==> config.mk <==
export PLATFORM = sky130hd
export DESIGN_NAME = tccs_ctrl_flat
export DESIGN_NICKNAME = d
export VERILOG_FILES = /design/src/hw/rtl/tccs_pkg.sv /design/src/hw/rtl/tccs_if.sv /design/src/hw/rtl/tccs_ctrl.sv /design/src/flat_wrapper.sv
export SDC_FILE = /design/constraint.sdc
export NUM_CORES = 1
export LEC_CHECK = 0
export ABC_CLOCK_PERIOD_IN_PS = 3390
export BUFFER_PORTS_ARGS = -buffer_cell sky130_fd_sc_hd__buf_2
export CAP_MARGIN = 40
export CORE_MARGIN = 2
export CORE_UTILIZATION = 30
export DETAILED_ROUTE_END_ITERATION = 8
export PLACE_DENSITY = 0.6
export SYNTH_ARGS = -nofsm -noshare
export SYNTH_HDL_FRONTEND = slang
export SYNTH_SLANG_ARGS = --single-unit
export TNS_END_PERCENT = 30
==> constraint.sdc <==
create_clock -name clk -period 3.39 [get_ports clk]
set_clock_uncertainty 0.05 [all_clocks]
set_input_delay 0.1695 -clock clk [delete_from_list [all_inputs] [get_ports clk]]
set_output_delay 0.1695 -clock clk [all_outputs]
set_load 0.02 [all_outputs]
==> src/hw/rtl/tccs_pkg.sv <==
// Shared types and constants for the text console cursor and scroll engine.
package tccs_pkg;

    localparam int CHAR_W      = 8;
    localparam int ATTR_W      = 8;
    localparam int CELL_W      = CHAR_W + ATTR_W;
    localparam int COLOR_W     = 4;
    localparam int OP_W        = 2;
    localparam int INDEX_W     = 11;
    localparam int ROW_OUT_W   = 5;
    localparam int COL_OUT_W   = 7;
    localparam int CFG_INDEX_W = 1;

    localparam logic [CHAR_W-1:0] NEWLINE_CODE = 8'h0A;
    localparam logic [CHAR_W-1:0] SPACE_CODE   = 8'h20;
    localparam logic [ATTR_W-1:0] RESET_ATTR   = 8'h07;
    localparam logic [CELL_W-1:0] RESET_BLANK  = {RESET_ATTR, SPACE_CODE};

    localparam logic [COLOR_W-1:0] RESET_FOREGROUND = 4'd7;
    localparam logic [COLOR_W-1:0] RESET_BACKGROUND = 4'd0;

    localparam logic [CFG_INDEX_W-1:0] CFG_FOREGROUND = 1'd0;
    localparam logic [CFG_INDEX_W-1:0] CFG_BACKGROUND = 1'd1;

    typedef enum logic [OP_W-1:0] {
        OP_WRITE = 2'd0,
        OP_CLEAR = 2'd1,
        OP_READ  = 2'd2
    } op_t;

endpackage

==> src/hw/rtl/tccs_if.sv <==
// Valid/ready channel interfaces for console commands and results.
interface tccs_in_if;
    logic                          valid;
    logic                          ready;
    logic [tccs_pkg::OP_W-1:0]     operation;
    logic [tccs_pkg::CHAR_W-1:0]   char_code;
    logic [tccs_pkg::INDEX_W-1:0]  cell_index;

    modport source (output valid, output operation, output char_code, output cell_index,
                    input ready);
    modport sink (input valid, input operation, input char_code, input cell_index,
                  output ready);
endinterface

interface tccs_out_if;
    logic                            valid;
    logic                            ready;
    logic [tccs_pkg::CHAR_W-1:0]     cell_code;
    logic [tccs_pkg::ATTR_W-1:0]     cell_attribute;
    logic [tccs_pkg::ROW_OUT_W-1:0]  cursor_row_out;
    logic [tccs_pkg::COL_OUT_W-1:0]  cursor_column_out;
    logic                            scrolled;

    modport source (output valid, output cell_code, output cell_attribute,
                    output cursor_row_out, output cursor_column_out, output scrolled,
                    input ready);
    modport sink (input valid, input cell_code, input cell_attribute,
                  input cursor_row_out, input cursor_column_out, input scrolled,
                  output ready);
endinterface

==> src/hw/rtl/tccs_ctrl.sv <==
// Sequencer: cursor state, row copy and blank fill sweeps, result register.
module tccs_ctrl #(
    parameter int COLUMNS = 80,
    parameter int ROWS    = 25
) (
    input  logic                                clk,
    input  logic                                rst_n,
    input  logic [tccs_pkg::ATTR_W-1:0]         attr,
    tccs_in_if.sink                             in_ch,
    tccs_out_if.source                          out_ch,
    output logic                                mem_we,
    output logic [$clog2(ROWS*COLUMNS)-1:0]     mem_waddr,
    output logic [tccs_pkg::CELL_W-1:0]         mem_wdata,
    output logic [$clog2(ROWS*COLUMNS)-1:0]     mem_raddr,
    input  logic [tccs_pkg::CELL_W-1:0]         mem_rdata
);
    import tccs_pkg::*;

    localparam int CELLS = ROWS * COLUMNS;
    localparam int AW    = $clog2(CELLS);
    localparam int RW    = $clog2(ROWS);
    localparam int CW    = $clog2(COLUMNS);

    localparam logic [AW-1:0] LAST_CELL  = AW'(CELLS - 1);
    localparam logic [AW-1:0] ROW_STEP   = AW'(COLUMNS);
    localparam logic [AW-1:0] BOTTOM_ROW = AW'(CELLS - COLUMNS);
    localparam logic [RW-1:0] LAST_ROW   = RW'(ROWS - 1);
    localparam logic [CW-1:0] LAST_COL   = CW'(COLUMNS - 1);

    typedef enum logic [2:0] {
        S_INIT,
        S_IDLE,
        S_READ,
        S_SCROLL,
        S_FILL,
        S_EMIT
    } state_t;

    state_t              state_reg, state_next;
    logic [RW-1:0]       row_reg, row_next;
    logic [CW-1:0]       col_reg, col_next;
    logic [AW-1:0]       row_base_reg, row_base_next;
    logic [AW-1:0]       sweep_reg, sweep_next;
    logic                copy_pend_reg, copy_pend_next;
    logic [AW-1:0]       copy_addr_reg, copy_addr_next;
    logic [CELL_W-1:0]   blank_reg, blank_next;
    logic [CHAR_W-1:0]   rd_code_reg, rd_code_next;
    logic [ATTR_W-1:0]   rd_attr_reg, rd_attr_next;
    logic                scrolled_reg, scrolled_next;
    logic                out_valid_reg, out_valid_next;
    logic [CHAR_W-1:0]   out_code_reg, out_code_next;
    logic [ATTR_W-1:0]   out_attr_reg, out_attr_next;
    logic [ROW_OUT_W-1:0] out_row_reg, out_row_next;
    logic [COL_OUT_W-1:0] out_col_reg, out_col_next;
    logic                out_scrolled_reg, out_scrolled_next;

    logic accept;
    logic is_newline;
    logic fill_go;
    logic char_write;
    logic read_in_range;
    logic emit_free;

    assign in_ch.ready   = (state_reg == S_IDLE);
    assign accept        = in_ch.valid && in_ch.ready;
    assign is_newline    = (in_ch.char_code == NEWLINE_CODE);
    assign fill_go       = ((state_reg == S_FILL) || (state_reg == S_INIT)) && !copy_pend_reg;
    assign char_write    = accept && (in_ch.operation == OP_WRITE) && !is_newline;
    assign read_in_range = (32'(in_ch.cell_index) < CELLS);
    assign emit_free     = !out_valid_reg || out_ch.ready;

    assign out_ch.valid             = out_valid_reg;
    assign out_ch.cell_code         = out_code_reg;
    assign out_ch.cell_attribute    = out_attr_reg;
    assign out_ch.cursor_row_out    = out_row_reg;
    assign out_ch.cursor_column_out = out_col_reg;
    assign out_ch.scrolled          = out_scrolled_reg;

    // Write port: a pending copy beats the fill sweep, which beats a character store.
    always_comb
    begin
        mem_we    = 1'b0;
        mem_waddr = copy_addr_reg;
        mem_wdata = mem_rdata;
        priority if (copy_pend_reg)
        begin
            mem_we = 1'b1;
        end
        else if (fill_go)
        begin
            mem_we    = 1'b1;
            mem_waddr = sweep_reg;
            mem_wdata = (state_reg == S_INIT) ? RESET_BLANK : blank_reg;
        end
        else if (char_write)
        begin
            mem_we    = 1'b1;
            mem_waddr = row_base_reg + AW'(col_reg);
            mem_wdata = {attr, in_ch.char_code};
        end
    end

    assign mem_raddr = (state_reg == S_SCROLL) ? sweep_reg : AW'(in_ch.cell_index);

    always_comb
    begin
        state_next        = state_reg;
        row_next          = row_reg;
        col_next          = col_reg;
        row_base_next     = row_base_reg;
        sweep_next        = sweep_reg;
        copy_pend_next    = 1'b0;
        copy_addr_next    = copy_addr_reg;
        blank_next        = blank_reg;
        rd_code_next      = rd_code_reg;
        rd_attr_next      = rd_attr_reg;
        scrolled_next     = scrolled_reg;
        out_valid_next    = out_valid_reg && !out_ch.ready;
        out_code_next     = out_code_reg;
        out_attr_next     = out_attr_reg;
        out_row_next      = out_row_reg;
        out_col_next      = out_col_reg;
        out_scrolled_next = out_scrolled_reg;

        unique case (state_reg)
            S_INIT, S_FILL:
            begin
                if (fill_go)
                begin
                    if (sweep_reg == LAST_CELL)
                    begin
                        state_next = (state_reg == S_INIT) ? S_IDLE : S_EMIT;
                    end
                    else
                    begin
                        sweep_next = sweep_reg + 1'b1;
                    end
                end
            end
            S_IDLE:
            begin
                if (accept)
                begin
                    rd_code_next  = '0;
                    rd_attr_next  = '0;
                    scrolled_next = 1'b0;
                    blank_next    = {attr, SPACE_CODE};
                    unique case (op_t'(in_ch.operation))
                        OP_WRITE:
                        begin
                            state_next = S_EMIT;
                            if (is_newline || (col_reg == LAST_COL))
                            begin
                                col_next = '0;
                                if (row_reg == LAST_ROW)
                                begin
                                    scrolled_next = 1'b1;
                                    sweep_next    = ROW_STEP;
                                    state_next    = S_SCROLL;
                                end
                                else
                                begin
                                    row_next      = row_reg + 1'b1;
                                    row_base_next = row_base_reg + ROW_STEP;
                                end
                            end
                            else
                            begin
                                col_next = col_reg + 1'b1;
                            end
                        end
                        OP_CLEAR:
                        begin
                            row_next      = '0;
                            col_next      = '0;
                            row_base_next = '0;
                            sweep_next    = '0;
                            state_next    = S_FILL;
                        end
                        OP_READ:
                        begin
                            state_next = read_in_range ? S_READ : S_EMIT;
                        end
                        default:
                        begin
                            state_next = S_EMIT;
                        end
                    endcase
                end
            end
            S_READ:
            begin
                rd_code_next = mem_rdata[CHAR_W-1:0];
                rd_attr_next = mem_rdata[CELL_W-1:CHAR_W];
                state_next   = S_EMIT;
            end
            S_SCROLL:
            begin
                // Read a cell one row below; the next cycle writes it one row up.
                copy_pend_next = 1'b1;
                copy_addr_next = sweep_reg - ROW_STEP;
                if (sweep_reg == LAST_CELL)
                begin
                    sweep_next = BOTTOM_ROW;
                    state_next = S_FILL;
                end
                else
                begin
                    sweep_next = sweep_reg + 1'b1;
                end
            end
            S_EMIT:
            begin
                if (emit_free)
                begin
                    out_valid_next    = 1'b1;
                    out_code_next     = rd_code_reg;
                    out_attr_next     = rd_attr_reg;
                    out_row_next      = ROW_OUT_W'(row_reg);
                    out_col_next      = COL_OUT_W'(col_reg);
                    out_scrolled_next = scrolled_reg;
                    state_next        = S_IDLE;
                end
            end
            default:
            begin
                state_next = S_INIT;
            end
        endcase
    end

    always_ff @(posedge clk or negedge rst_n)
    begin
        if (!rst_n)
        begin
            state_reg        <= S_INIT;
            row_reg          <= '0;
            col_reg          <= '0;
            row_base_reg     <= '0;
            sweep_reg        <= '0;
            copy_pend_reg    <= 1'b0;
            copy_addr_reg    <= '0;
            blank_reg        <= RESET_BLANK;
            rd_code_reg      <= '0;
            rd_attr_reg      <= '0;
            scrolled_reg     <= 1'b0;
            out_valid_reg    <= 1'b0;
            out_code_reg     <= '0;
            out_attr_reg     <= '0;
            out_row_reg      <= '0;
            out_col_reg      <= '0;
            out_scrolled_reg <= 1'b0;
        end
        else
        begin
            state_reg        <= state_next;
            row_reg          <= row_next;
            col_reg          <= col_next;
            row_base_reg     <= row_base_next;
            sweep_reg        <= sweep_next;
            copy_pend_reg    <= copy_pend_next;
            copy_addr_reg    <= copy_addr_next;
            blank_reg        <= blank_next;
            rd_code_reg      <= rd_code_next;
            rd_attr_reg      <= rd_attr_next;
            scrolled_reg     <= scrolled_next;
            out_valid_reg    <= out_valid_next;
            out_code_reg     <= out_code_next;
            out_attr_reg     <= out_attr_next;
            out_row_reg      <= out_row_next;
            out_col_reg      <= out_col_next;
            out_scrolled_reg <= out_scrolled_next;
        end
    end
endmodule

==> src/flat_wrapper.sv <==
// flat-port wrapper written by rule: the top's interface ports become plain ports
module tccs_ctrl_flat import tccs_pkg::*;
#(
    parameter int COLUMNS = 80,
    parameter int ROWS    = 25
)
  (clk, rst_n, attr, mem_we, mem_waddr, mem_wdata, mem_raddr, mem_rdata, in_ch_valid, in_ch_operation, in_ch_char_code, in_ch_cell_index, in_ch_ready, out_ch_valid, out_ch_cell_code, out_ch_cell_attribute, out_ch_cursor_row_out, out_ch_cursor_column_out, out_ch_scrolled, out_ch_ready);
  tccs_in_if in_ch_i ();
  tccs_out_if out_ch_i ();
  input  logic clk;
  input  logic rst_n;
  input  logic [tccs_pkg::ATTR_W-1:0] attr;
  output logic mem_we;
  output logic [$clog2(ROWS*COLUMNS)-1:0] mem_waddr;
  output logic [tccs_pkg::CELL_W-1:0] mem_wdata;
  output logic [$clog2(ROWS*COLUMNS)-1:0] mem_raddr;
  input  logic [tccs_pkg::CELL_W-1:0] mem_rdata;
  input wire logic [$bits(in_ch_i.valid)-1:0] in_ch_valid;
  input wire logic [$bits(in_ch_i.operation)-1:0] in_ch_operation;
  input wire logic [$bits(in_ch_i.char_code)-1:0] in_ch_char_code;
  input wire logic [$bits(in_ch_i.cell_index)-1:0] in_ch_cell_index;
  output wire logic [$bits(in_ch_i.ready)-1:0] in_ch_ready;
  output wire logic [$bits(out_ch_i.valid)-1:0] out_ch_valid;
  output wire logic [$bits(out_ch_i.cell_code)-1:0] out_ch_cell_code;
  output wire logic [$bits(out_ch_i.cell_attribute)-1:0] out_ch_cell_attribute;
  output wire logic [$bits(out_ch_i.cursor_row_out)-1:0] out_ch_cursor_row_out;
  output wire logic [$bits(out_ch_i.cursor_column_out)-1:0] out_ch_cursor_column_out;
  output wire logic [$bits(out_ch_i.scrolled)-1:0] out_ch_scrolled;
  input wire logic [$bits(out_ch_i.ready)-1:0] out_ch_ready;
  assign in_ch_i.valid = in_ch_valid;
  assign in_ch_i.operation = in_ch_operation;
  assign in_ch_i.char_code = in_ch_char_code;
  assign in_ch_i.cell_index = in_ch_cell_index;
  assign in_ch_ready = in_ch_i.ready;
  assign out_ch_valid = out_ch_i.valid;
  assign out_ch_cell_code = out_ch_i.cell_code;
  assign out_ch_cell_attribute = out_ch_i.cell_attribute;
  assign out_ch_cursor_row_out = out_ch_i.cursor_row_out;
  assign out_ch_cursor_column_out = out_ch_i.cursor_column_out;
  assign out_ch_scrolled = out_ch_i.scrolled;
  assign out_ch_i.ready = out_ch_ready;
  tccs_ctrl #(.COLUMNS(COLUMNS), .ROWS(ROWS)) u_core (.clk(clk), .rst_n(rst_n), .attr(attr), .in_ch(in_ch_i), .out_ch(out_ch_i), .mem_we(mem_we), .mem_waddr(mem_waddr), .mem_wdata(mem_wdata), .mem_raddr(mem_raddr), .mem_rdata(mem_rdata));
endmodule
# Yosys cells after proc, flatten, opt, wreduce, memory -nomap -nowiden
# Cells that the tools add are included.
[word_totals] out_inout_bits=70 reg_bits=104 in_bits=49 elab_cells=118
[classes] mux=47 n_addsub=6 order_cmp=1 eq_ne=22 reduce_logical=25
[ops] cell="$mux 11" count=12
[ops] cell="$mux 16" count=4
[ops] cell="$pmux 11 s2" count=2
[ops] cell="$pmux 11 s3" count=1
[ops] cell="$pmux 8 s2" count=2
[ops] cell="$mux 3" count=9
[ops] cell="$pmux 3 s5" count=1
[ops] cell="$pmux 7 s2" count=1
[ops] cell="$add 11x1->11 const B" count=1
[ops] cell="$add 11x7->11" count=1
[ops] cell="$add 11x7->11 const B" count=1
[ops] cell="$eq 11x11->1 const B" count=1
[ops] cell="$lt 11x11->1 const B" count=1
[ops] cell="$sub 11x7->11 const B" count=1
[ops] cell="$mux 5" count=2
[ops] cell="$ne 2x2->1 const B" count=5
[ops] cell="$pmux 5 s2" count=1
[ops] cell="$reduce_and 5->1" count=2
[ops] cell="$mux 1" count=9
[ops] cell="$ne 3x3->1 const B" count=3
[ops] cell="$pmux 3 s3" count=1
[ops] cell="$eq 8x4->1 const B" count=1
[ops] cell="$mux 8" count=1
[ops] cell="$add 7x1->7 const B" count=1
[ops] cell="21 further kinds" count=37

# Depth between registers and ports, before layout
# Gate-level depths: netlist (run 1).
[depth] depth_word=7 depth_mapped=9 depth_no_buf=7

# Least setup slack after synthesis (run 1)
# No wires, ideal clock.
[synth_path] path_kind="flip-flop to flip-flop" start="register u_core.sweep_reg[0] (netlist name)" end="register u_core.row_base_reg[4]" setup_time_ns=0.081 required_ns=3.259 path_stages_with_launch=8 path_slack_ns=1.200 t_arrival_ns=2.059 path_buffers=1 period_less_slack_ns=2.190 path_cell_list="dfrtp_1 -> ha_1 -> nand3_1 -> nor3_4 -> a221o_1 -> buf_6 -> or4b_4 -> o22ai_2"
[synth_rtl] element="to (signal assigned)" line="tccs_ctrl.sv:259" rtl="row_base_reg <= row_base_next;"
[synth_rtl] element="to (decl)" line="tccs_ctrl.sv:42" rtl="logic [AW-1:0] row_base_reg, row_base_next;"

# Worst setup path after layout (run 1)
[layout_path] start="register u_core.state_reg[2]" end="output mem_wdata[8] (netlist bit)"
[layout_via] elab_chain_len=7 elab_cells_between_ends=12 cone_classes="eq/ne (2); mux (4); reduce/logical (6)"
[layout_rtl] element="from (decl)" line="tccs_ctrl.sv:39" rtl="state_t state_reg, state_next;"
[layout_rtl] element="from (signal assigned)" line="tccs_ctrl.sv:256" rtl="state_reg <= state_next;"
[layout_rtl] element="$eq 3x1->1" line="tccs_ctrl.sv:64" rtl="assign in_ch.ready = (state_reg == S_IDLE);"
[layout_rtl] element="$logic_and 1x1->1" line="tccs_ctrl.sv:65" rtl="assign accept = in_ch.valid && in_ch.ready;"
[layout_rtl] element="$logic_and 1x1->1 (2 in a row)" line="tccs_ctrl.sv:68" rtl="assign char_write = accept && (in_ch.operation == OP_WRITE) && !is_newline;"
[layout_rtl] element="$mux 16" line="tccs_ctrl.sv:95" rtl="else if (char_write)"
[layout_rtl] element="$mux 16 (*)" line="tccs_ctrl.sv:89" rtl="else if (fill_go)"
[layout_rtl] element="$mux 16 (*)" line="tccs_ctrl.sv:85" rtl="priority if (copy_pend_reg)"
[layout_rtl] element="to (decl)" line="flat_wrapper.sv:15" rtl="output logic [tccs_pkg::CELL_W-1:0] mem_wdata;"
# Mark *: on every way between the ends. The rest lies on a longest branch, timed or not.

==> results.md, run 1 <==
- Post-synth EDFFs: 0
- CTS Buf Count: 9
- Outcome: finished, final reports clean
- CP Capture Type: output port
- Clk_lat worst skew: between 0.3 and 0.4 ns
- Clock root buffer: clkbuf_16
- Mapped Cells: 629
- Leak: ~3.4 nW
- Combinational share of power: between 40% and 50%
- Gr usage total: ~16%
- Antenna violations before repair: 1
- Vias in the first global route: 4804
- Iter 0 DRT Violations: ~360
- Die area: between 20000 and 25000 µm²
- Initial Utilization: a little under a third
- Top-count cell post-synth: nand2_1
- CTS tree: done
- Sw power: ~2.2 mW
- Internal power: ~3.1 mW
- Most used DFF post-synth: dfrtp_1
- Sequential cell area: between 2000 and 3000 µm²
- H-tree depth: 3
- GR Overflow Total: 0
- Final min period: 2.90 ns
- Async set-reset flop share out of synthesis: 100%
- Pin count of the biggest net entering global routing: 54
- Final setup fails: 0
- Share of cells above drive strength 1: 28.0%
- Worst path required time: 3.17 ns
- Top delay family on crit path: compound AO/OA/AOI/OAI gates
- Antenna Violating Nets Remaining: 0
- Flop pwr share: 33.4%
- Critical path arrival: roughly 2.7 ns
- Buffers and inverters on the worst path: 1
- Count of cell types in the netlist: 70
- Io pins: between 100 and 150
- Sequential fraction of the synthesis area: between 40 and 50%
- Total number of vias: just over 5000
- Detailed placement HPWL: around 12000 µm
- Area share of the largest cell type after synthesis: a little over two fifths
- Crit Path Class: reg -> out
- Final Hold Viols: 0
- Max-slew violation count: 0
- Worst-path clk slew: about 0.070 ns
- Max stage delay on crit path: about 0.7 ns
- Fmax: between 300 and 400 MHz
- First-pass GRT wire length: around 26000 µm
- Die H: approximately 140 µm
- Clk buf depth: 2
- P&R area growth vs syn: 22.5%
- Total negative slack: 0 ns
- Switching share of power: 41.3%
- Worst VDD drop: about 0.35 mV
- Clk pwr share: between 20% and 30%
- Syn_area_per_cell: 9.04 µm²
- Syn nets: 690
- Multi-input gate area: about 3000 µm²
- Post-CTS setup buffers: 0
- DR vias/cell: about 5.2
- Hold buffer count at CTS: 9
- WL final: 16200 µm
- Routed len/inst: 16.5 µm
- Synthesized flop and latch total: 100
- RePlAce Congestion: 0.916
- Crit-path max FO: 24
- # port buffers: approximately 120
- Final period util: a little under nine tenths
- NumNets Final: approximately 800
- Syn. warnings: 0
- Crit path cell chain: and4bb_2 -> o211a_1 -> nand2_1 -> a21oi_1 -> a21o_1 -> buf_2
- Post-CTS resize count: 0
- Core area: between 15000 and 20000 µm²
- Hold/Removal Path Class: in -> reg
- # rows: 50
- PwrDens: roughly 750 nW/µm²
- Iteration count of the initial detailed-routing pass: 4
- Setup crit start kind: flop
- Worst slew margin: roughly 43%
- Clock sinks: 100
- DR DRC count: 0
- Commonest cells in the netlist: nand2_1, dfrtp_1, o21ai_0
- Hold WS: 0.00696 ns
- Area contributors post-synth: dfrtp_1, nand2_1, mux2_2
- Post-Syn Area: between 5000 and 6000 µm²
- Largest area contributor in the netlist: dfrtp_1
- RSZ-0062 raised after global routing: no
- Max-Cap Viols: 0
- Fillers: between 1500 and 2000
- Die X: about 140 µm
- Actual slew at the worst max-slew pin: roughly 0.85 ns
- CP max stage cell: o211a_1
## metrics by stage
step                cell area [µm²]  setup WS [ns]  utilization, %  power [mW]  cells
CTS                            6960          0.488            37.3        5.30    980
global placement               6540          0.838            35.1        4.09    955
detailed placement             6540          0.799            35.1        4.11    955
floorplan                      5680           1.20               -        3.32    629
finish                         6970          0.490            37.4        5.25    981
global route                   6960          0.284            37.3        5.60    980
## worst paths after layout
check / startpoint / endpoint / slack [ns] / depth (start not counted)
max in group asynchronous: rst_n / u_core.row_reg[1] / 2.24 / 3
worst min register to register: u_core.scrolled_reg / u_core.scrolled_reg / 0.42 / 2
worst max-delay path: u_core.state_reg[2] / mem_wdata[8] / 0.49 / 6
worst min-delay path: mem_rdata[0] / u_core.rd_code_reg[0] / 0.007 / 3
min in group asynchronous: rst_n / u_core.out_ch.cell_code[4] / 0.34 / 2
worst max register to register: u_core.sweep_reg[0] / u_core.sweep_reg[9] / 0.73 / 7
## placed cells by master, fill, tap and decap left out, types with 3 or more instances in the layout
| cell type | n |
|---|---|
| a21o_1 | 6 |
| a21oi_1 | 26 |
| and3_1 | 4 |
| buf_2 | 117 |
| buf_4 | 15 |
| clkbuf_16 | 9 |
| dfrtp_1 | 97 |
| dfstp_2 | 3 |
| dlygate4sd3_1 | 9 |
| ha_1 | 12 |
| inv_1 | 6 |
| mux2_2 | 38 |
| mux2i_1 | 10 |
| nand2_1 | 130 |
| nand2b_1 | 14 |
| nand3_1 | 10 |
| nand4_1 | 8 |
| nor2_1 | 29 |
| nor2b_1 | 7 |
| nor3_1 | 20 |
| o21a_1 | 5 |
| o21ai_0 | 68 |
| o22a_1 | 11 |
| o22ai_1 | 10 |
| o31ai_1 | 5 |
| or2_2 | 3 |
| or4_1 | 3 |
| xnor2_1 | 5 |
| xor2_1 | 8 |
## cell families (layout without fill, tap and decap cells)
group | Yosys count | in the layout | synth area share (%)
xor gates and xnor gates | 13 | 13 | 2.00
and+or+nand+nor | 249 | 249 | 20.9
AOI/OAI and AO/OA | 157 | 157 | 17.3
other | 1 | 2 | 0.0660
DFF | 100 | 100 | 44.1
muxes | 48 | 48 | 9.29
buffers and inverters | 49 | 166 | 3.68
adders and majority gates | 12 | 12 | 2.64
## worst register-to-register path, stage by stage, from the launching register on
cell and delay (ns):
dfrtp_1 0.44, ha_1 0.26, nand3_1 0.20, nor3_4 0.36
o21ai_1 0.37, buf_4 0.28, nor3_1 0.41, o21ai_0 0.16
## cell type report
cell class | instances | area share (%)
Antenna cell | 1 | 0.0359
Clock buffer | 10 | 3.43
Clock inverter | 6 | 1.35
Inverter | 7 | 0.377
Multi-Input combinational cell | 480 | 42.7
Sequential cell | 100 | 36.0
Tap cell | 234 | 4.20
Timing Repair Buffer | 143 | 11.9
## routing by layer
| metal | track usage (%) | wire (µm) | vias up | part of all wire, % |
|---|---|---|---|---|
| met5 | 0 | 0 | - | 0 |
| met4 | 7.47 | 431 | 0 | 2.7 |
| met3 | 2.90 | 881 | 21 | 5.4 |
| met2 | 25.1 | 7150 | 155 | 44 |
| met1 | 22.7 | 7770 | 2444 | 48 |
| li1 | - | - | 2456 | - |
## power groups by stage
stage	registers, mW	clock network [mW]	logic (mW)
after floorplan	1.78	0	1.55
after global placement	1.76	0	2.33
after detailed placement	1.77	0	2.35
after CTS	1.75	1.19	2.36
after global routing	1.79	1.23	2.57
final	1.75	1.16	2.34
Note: power is estimated with default switching activity, not from simulation.
==> inputs of run 2 (changes only) <==
--- a/config.mk
+++ b/config.mk
@@ -11,6 +11,7 @@
 export CORE_MARGIN = 2
 export CORE_UTILIZATION = 30
 export DETAILED_ROUTE_END_ITERATION = 8
+export HOLD_SLACK_MARGIN = 0.08
 export PLACE_DENSITY = 0.6
 export SYNTH_ARGS = -nofsm -noshare
 export SYNTH_HDL_FRONTEND = slang
==> run 2 against run 1 <==
Clock power is essentially flat. Critical path depth is the same. Design area grew 2.4%. Via count grew 1.3%. Total power grew 0.27%. Maximum frequency grew 0.23%. Die area is the same. Sequential share of layout area shrank 0.86 points. Critical path type unchanged. Sequential cell count is the same. Routed wire length grew 1.1%. Non-clock buffer count grew 17.
==> results.md, run 2 (synthesis gave the netlist of run 1 again) <==
- GR Overflow Total: 0 (unchanged)
- Flop pwr share: 33.3% (was 33.4%)
- Crit Path Class: reg -> out (unchanged)
- Hold buffer count at CTS: 26 (was 9)
- Worst-path clk slew: 0.07 ns (about the same)
- Antenna Violating Nets Remaining: 0 (unchanged)
- RePlAce Congestion: 0.916 (unchanged)
- Final Core Density: 38.3% (was 37.4%)
- WL final: 16400 µm (was 16200 µm)
- Clk pwr share: 22.0% (was 22.1%)
- Io pins: 119 (unchanged)
- Worst path required time: 3.17 ns (about the same)
- Crit-path max FO: 24 (unchanged)
- Setup crit start kind: flop (unchanged)
- Antenna violations before repair: 1 (unchanged)
- Iter 0 DRT Violations: 335 (was 359)
- Pin count of the biggest net entering global routing: 54 (unchanged)
- H-tree depth: 3 (unchanged)
- Post-CTS resize count: 0 (unchanged)
- Internal power: 3.09 mW (was 3.08 mW)
- Clk_lat worst skew: 0.35 ns (about the same)
- Total negative slack: 0 ns (unchanged)
- # rows: 50 (unchanged)
- Total power: 5.26 mW (was 5.25 mW)
- Max-Cap Viols: 0 (unchanged)
- P&R area growth vs syn: 25.5% (was 22.5%)
- Total number of vias: 5144 (was 5076)
- Critical path arrival: 2.67 ns (was 2.68 ns)
- Gr usage total: 16.6% (was 16.4%)
- Die area: 20100 µm² (unchanged)
- Fmax: 346 MHz (was 345 MHz)
- Die H: 142 µm (unchanged)
- RSZ-0062 raised after global routing: no (unchanged)
- Iteration count of the initial detailed-routing pass: 5 (was 4)
- Detailed placement HPWL: 11700 µm (unchanged)
- Routed len/inst: 16.4 µm (was 16.5 µm)
- Actual slew at the worst max-slew pin: 0.869 ns (was 0.848 ns)
- Sw power: 2.17 mW (about the same)
- Clock root buffer: clkbuf_16 (unchanged)
- NumNets Final: 819 (was 802)
- PwrDens: 737 nW/µm² (was 753 nW/µm²)
- Die X: 142 µm (unchanged)
- CTS Buf Count: 9 (unchanged)
- Vias in the first global route: 4898 (was 4804)
- Clk buf depth: 2 (unchanged)
- Max-slew violation count: 0 (unchanged)
- Switching share of power: 41.2% (was 41.3%)
- Core area: 18600 µm² (unchanged)
- Combinational share of power: 44.7% (was 44.5%)
- Final setup fails: 0 (unchanged)
- Outcome: finished, final reports clean (unchanged)
- Worst slew margin: 41.7% (was 43.1%)
- Post-CTS setup buffers: 0 (unchanged)
- Most frequent cells in the layout: nand2_1, buf_2, dfrtp_1 (unchanged)
- Clock sinks: 100 (unchanged)
- Worst VDD drop: 0.347 mV (was 0.346 mV)
- Hold/Removal Path Class: in -> reg (unchanged)
- Fillers: 1882 (was 1904)
- CTS tree: done (unchanged)
- Share of cells above drive strength 1: 27.4% (was 28.0%)
- CP Capture Type: output port (unchanged)
- Final Hold Viols: 0 (unchanged)
- First-pass GRT wire length: 26200 µm (was 25900 µm)
- Reg2reg setup slack: 0.75 ns (was 0.73 ns)
- Final period util: 85.3% (was 85.5%)
- Most common cell after layout, fill and taps aside: nand2_1 (unchanged)
- Initial Utilization: 30.5% (unchanged)
- DR DRC count: 0 (unchanged)
- DR vias/cell: 5.15 (was 5.17)
- # port buffers: 118 (unchanged)
- Leak: 3.44 nW (was 3.37 nW)
- Final min period: 2.89 ns (was 2.90 ns)
-- run 2: cell count changes in the layout (fill, tap and decap cells not counted), sizes merged --
cell | before | now
dlygate4sd3 | 9 | 26
-- run 2: final timing paths --
path / end / depth (start not counted) / startpoint
worst max-delay path: mem_wdata[8] / 6 / u_core.state_reg[2]
worst min-delay path: u_core.scrolled_reg / 4 / in_ch_operation[1]
worst max register to register: u_core.sweep_reg[9] / 7 / u_core.sweep_reg[0]
worst min register to register: u_core.scrolled_reg / 2 / u_core.scrolled_reg
max in group asynchronous: u_core.row_reg[1] / 3 / rst_n
min in group asynchronous: u_core.rd_code_reg[4] / 2 / rst_n
-- run 2: final cells by class --
type	count	area [µm²]	share of cell area, %
Timing Repair Buffer	160	998	14.0
Inverter	7	26.3	0.368
Sequential cell	100	2510	35.1
Tap cell	234	293	4.10
Clock inverter	6	93.8	1.32
Multi-Input combinational cell	480	2980	41.7
Clock buffer	10	239	3.35
Antenna cell	1	2.50	0.0351
-- run 2: critical path, stage by stage, from the launching register on --
cell	delay (ns)
dfrtp_1	0.53
and4bb_2	0.58
o211a_1	0.69
nand2_1	0.11
a21oi_1	0.17
a21o_1	0.10
buf_2	0.15
-- run 2: metal layers --
| layer | wire, µm | up-vias | global-route usage (%) |
|---|---|---|---|
| met5 | 0 | - | 0 |
| met4 | 431 | 0 | 7.53 |
| met3 | 931 | 21 | 2.90 |
| met2 | 7280 | 164 | 25.6 |
| met1 | 7760 | 2476 | 22.7 |
| li1 | - | 2483 | - |
-- run 2: through the flow --
step           cells  worst slack [ns]  area (µm²)  hold slack (ns)
2_1_floorplan    629              1.20        5680           -0.176
3_3_place_gp     955             0.838        6540            0.182
3_5_place_dp     955             0.799        6540            0.193
4_1_cts          997             0.488        7130            0.177
5_1_grt          997             0.284        7130            0.208
6_report         998             0.497        7140            0.186
-- run 2: power groups by stage --
stage	Combinational (mW)	Clock (mW)	Sequential (mW)
floorplan	1.55	0	1.78
detailed placement	2.35	0	1.77
CTS	2.38	1.19	1.75
finish	2.35	1.16	1.75
global route	2.59	1.23	1.79
global placement	2.33	0	1.76
==> inputs of run 3 (changes only) <==
--- a/config.mk
+++ b/config.mk
@@ -8,7 +8,7 @@
 export ABC_CLOCK_PERIOD_IN_PS = 3390
 export BUFFER_PORTS_ARGS = -buffer_cell sky130_fd_sc_hd__buf_2
 export CAP_MARGIN = 40
-export CORE_MARGIN = 2
+export CORE_MARGIN = 3
 export CORE_UTILIZATION = 30
 export DETAILED_ROUTE_END_ITERATION = 8
 export HOLD_SLACK_MARGIN = 0.08
==> run 3 against run 2 <==
Worst setup slack got worse by 0.0018 ns. Maximum frequency hardly changed. Clock-buffer cell count is 1 lower. Total power shrank 3.2%. Design area down 1.1%. Routed wire length decreased by 0.68%. Via count is 1.7% lower. Global-route usage fell by 0.73 points. Critical path type unchanged.
==> results.md, run 3 (synthesis gave the netlist of run 1 again) <==
- Fillers: 1846 (was 1882)
- Placed Cells incl. Taps: 951 (was 955)
- GR Overflow Total: 0 (unchanged)
- Fmax: 345 MHz (was 346 MHz)
- CP max stage cell: and4bb_2 (was o211a_1)
- Die area: 20600 µm² (was 20100 µm²)
- Setup crit start kind: flop (unchanged)
- Crit Path Class: reg -> out (unchanged)
- Total number of vias: 5054 (was 5144)
- Die H: 144 µm (was 142 µm)
- Post-CTS resize count: 0 (unchanged)
- Final Hold Viols: 0 (unchanged)
- Outcome: finished, final reports clean (unchanged)
- Clk_lat worst skew: 0.36 ns (was 0.35 ns)
- Antenna violations before repair: 0 (was 1)
- Most common cell after layout, fill and taps aside: nand2_1 (unchanged)
- WL final: 16300 µm (was 16400 µm)
- Ant diodes: 0 (was 1)
- Worst-path clk slew: 0.07 ns (about the same)
- PwrDens: 722 nW/µm² (was 737 nW/µm²)
- Antenna Violating Nets Remaining: 0 (unchanged)
- Max stage delay on crit path: 0.57 ns (was 0.69 ns)
- Total negative slack: 0 ns (unchanged)
- Final min period: 2.90 ns (was 2.89 ns)
- Routed len/inst: 16.4 µm (about the same)
- Leak: 3.41 nW (was 3.44 nW)
- Critical path arrival: 2.68 ns (was 2.67 ns)
- Vias in the first global route: 4774 (was 4898)
- Final setup fails: 0 (unchanged)
- Gr usage total: 15.8% (was 16.6%)
- Final non-filler cell total: 993 (was 998)
- Reg2Reg Depth: 4 (was 7)
- Detailed placement HPWL: 11900 µm (was 11700 µm)
- DR DRC count: 0 (unchanged)
- Hold buffer count at CTS: 26 (unchanged)
- Worst slew margin: 46.5% (was 41.7%)
- Core area: 18300 µm² (was 18600 µm²)
- Total power: 5.10 mW (was 5.26 mW)
- P&R area growth vs syn: 24.2% (was 25.5%)
- CTS Buf Count: 9 (unchanged)
- Clk buf depth: 2 (unchanged)
- # port buffers: 118 (unchanged)
- H-tree depth: 3 (unchanged)
- Clock root buffer: clkbuf_16 (unchanged)
- Max-slew violation count: 0 (unchanged)
- Final period util: 85.4% (was 85.3%)
- RSZ-0062 raised after global routing: no (unchanged)
- Crit-path max FO: 14 (was 24)
- NumNets Final: 820 (was 819)
- # rows: 49 (was 50)
- Hold/Removal Path Class: in -> reg (unchanged)
- Worst VDD drop: 0.230 mV (was 0.347 mV)
- Hold WS: 0.220 ns (was 0.186 ns)
- Initial Utilization: 31.1% (was 30.5%)
- DR vias/cell: 5.09 (was 5.15)
- Share of cells above drive strength 1: 27.5% (was 27.4%)
- Most frequent cells in the layout: nand2_1, buf_2, dfrtp_1 (unchanged)
- Iteration count of the initial detailed-routing pass: 5 (unchanged)
- Hold path cells: 4 (unchanged)
- RePlAce Congestion: 0.859 (was 0.916)
- Io pins: 119 (unchanged)
- Worst path required time: 3.17 ns (about the same)
- Die X: 144 µm (was 142 µm)
- CP Capture Type: output port (unchanged)
- First-pass GRT wire length: 25600 µm (was 26200 µm)
- CTS tree: done (unchanged)
- Max-Cap Viols: 0 (unchanged)
- Post-CTS setup buffers: 0 (unchanged)
- Actual slew at the worst max-slew pin: 0.802 ns (was 0.869 ns)
- Pin count of the biggest net entering global routing: 47 (was 54)
- Iter 0 DRT Violations: 327 (was 335)
- Crit path cell chain: and4bb_2 -> o211ai_2 -> o21ai_0 -> buf_4 -> nor2_1 -> a211oi_1 -> buf_2 (was and4bb_2 -> o211a_1 -> nand2_1 -> a21oi_1 -> a21o_1 -> buf_2)
- Clock sinks: 100 (unchanged)
==> run 3: cell types whose count changed in the layout (fill, tap and decap cells not counted), sizes merged <==
cell / before / now
bufinv: 2 / 0
buf: 134 / 135
clkbuf: 10 / 9
diode: 1 / 0
clkinv: 2 / 4
clkinvlp: 0 / 1
==> run 3: final timing paths <==
check	end	slack, ns	startpoint
max in group asynchronous	u_core.blank_reg[10]	2.12	rst_n
hold / removal	u_core.scrolled_reg	0.22	in_ch_operation[1]
setup reg to reg	u_core.row_base_reg[4]	0.56	u_core.state_reg[0]
setup / recovery	mem_waddr[6]	0.49	u_core.state_reg[2]
min in group asynchronous	u_core.out_ch.cell_code[3]	0.31	rst_n
hold reg to reg	u_core.scrolled_reg	0.42	u_core.scrolled_reg
==> run 3: layout make-up <==
cell class	instances	area [µm²]	share of cell area [%]
clock inverter	7	58.8	0.833
tap	229	287	4.06
sequential	100	2510	35.5
inverter	7	26.3	0.372
clock buffer	9	225	3.19
timing repair buffer	161	981	13.9
multi-input combinational	480	2980	42.2
==> run 3: critical path, delay by kind of cell, from the launching register on <==
| family | cells | cell delay (ns) |
|---|---|---|
| flip-flops | 1 | 0.52 |
| buffers and inverters | 2 | 0.50 |
| AND/OR/NAND/NOR | 2 | 0.63 |
| AO/OA/AOI/OAI | 3 | 0.66 |
==> run 3: metal layers <==
layer	wire, µm	global-route usage [%]	vias up
li1	-	-	2499
met1	7570	21.9	2358
met2	7330	24.7	181
met3	1130	3.43	16
met4	264	5.30	0
met5	0	0	-
==> run 3: metrics by stage <==
stage / instance area, µm² / worst slack [ns] / util (%)
final: 7060 / 0.495 / 38.6
after global routing: 7060 / 0.281 / 38.6
after CTS: 7060 / 0.475 / 38.6
after detailed placement: 6520 / 0.570 / 35.7
after global placement: 6510 / 0.651 / 35.6
after floorplan: 5680 / 1.20 / -
==> run 3: where the power goes <==
part | total [mW] | switching, mW | internal, mW | leakage [nW]
Sequential | 1.77 | 0.265 | 1.51 | 1.34
Combinational | 2.31 | 1.42 | 0.894 | 1.93
Clock | 1.01 | 0.500 | 0.510 | 0.138
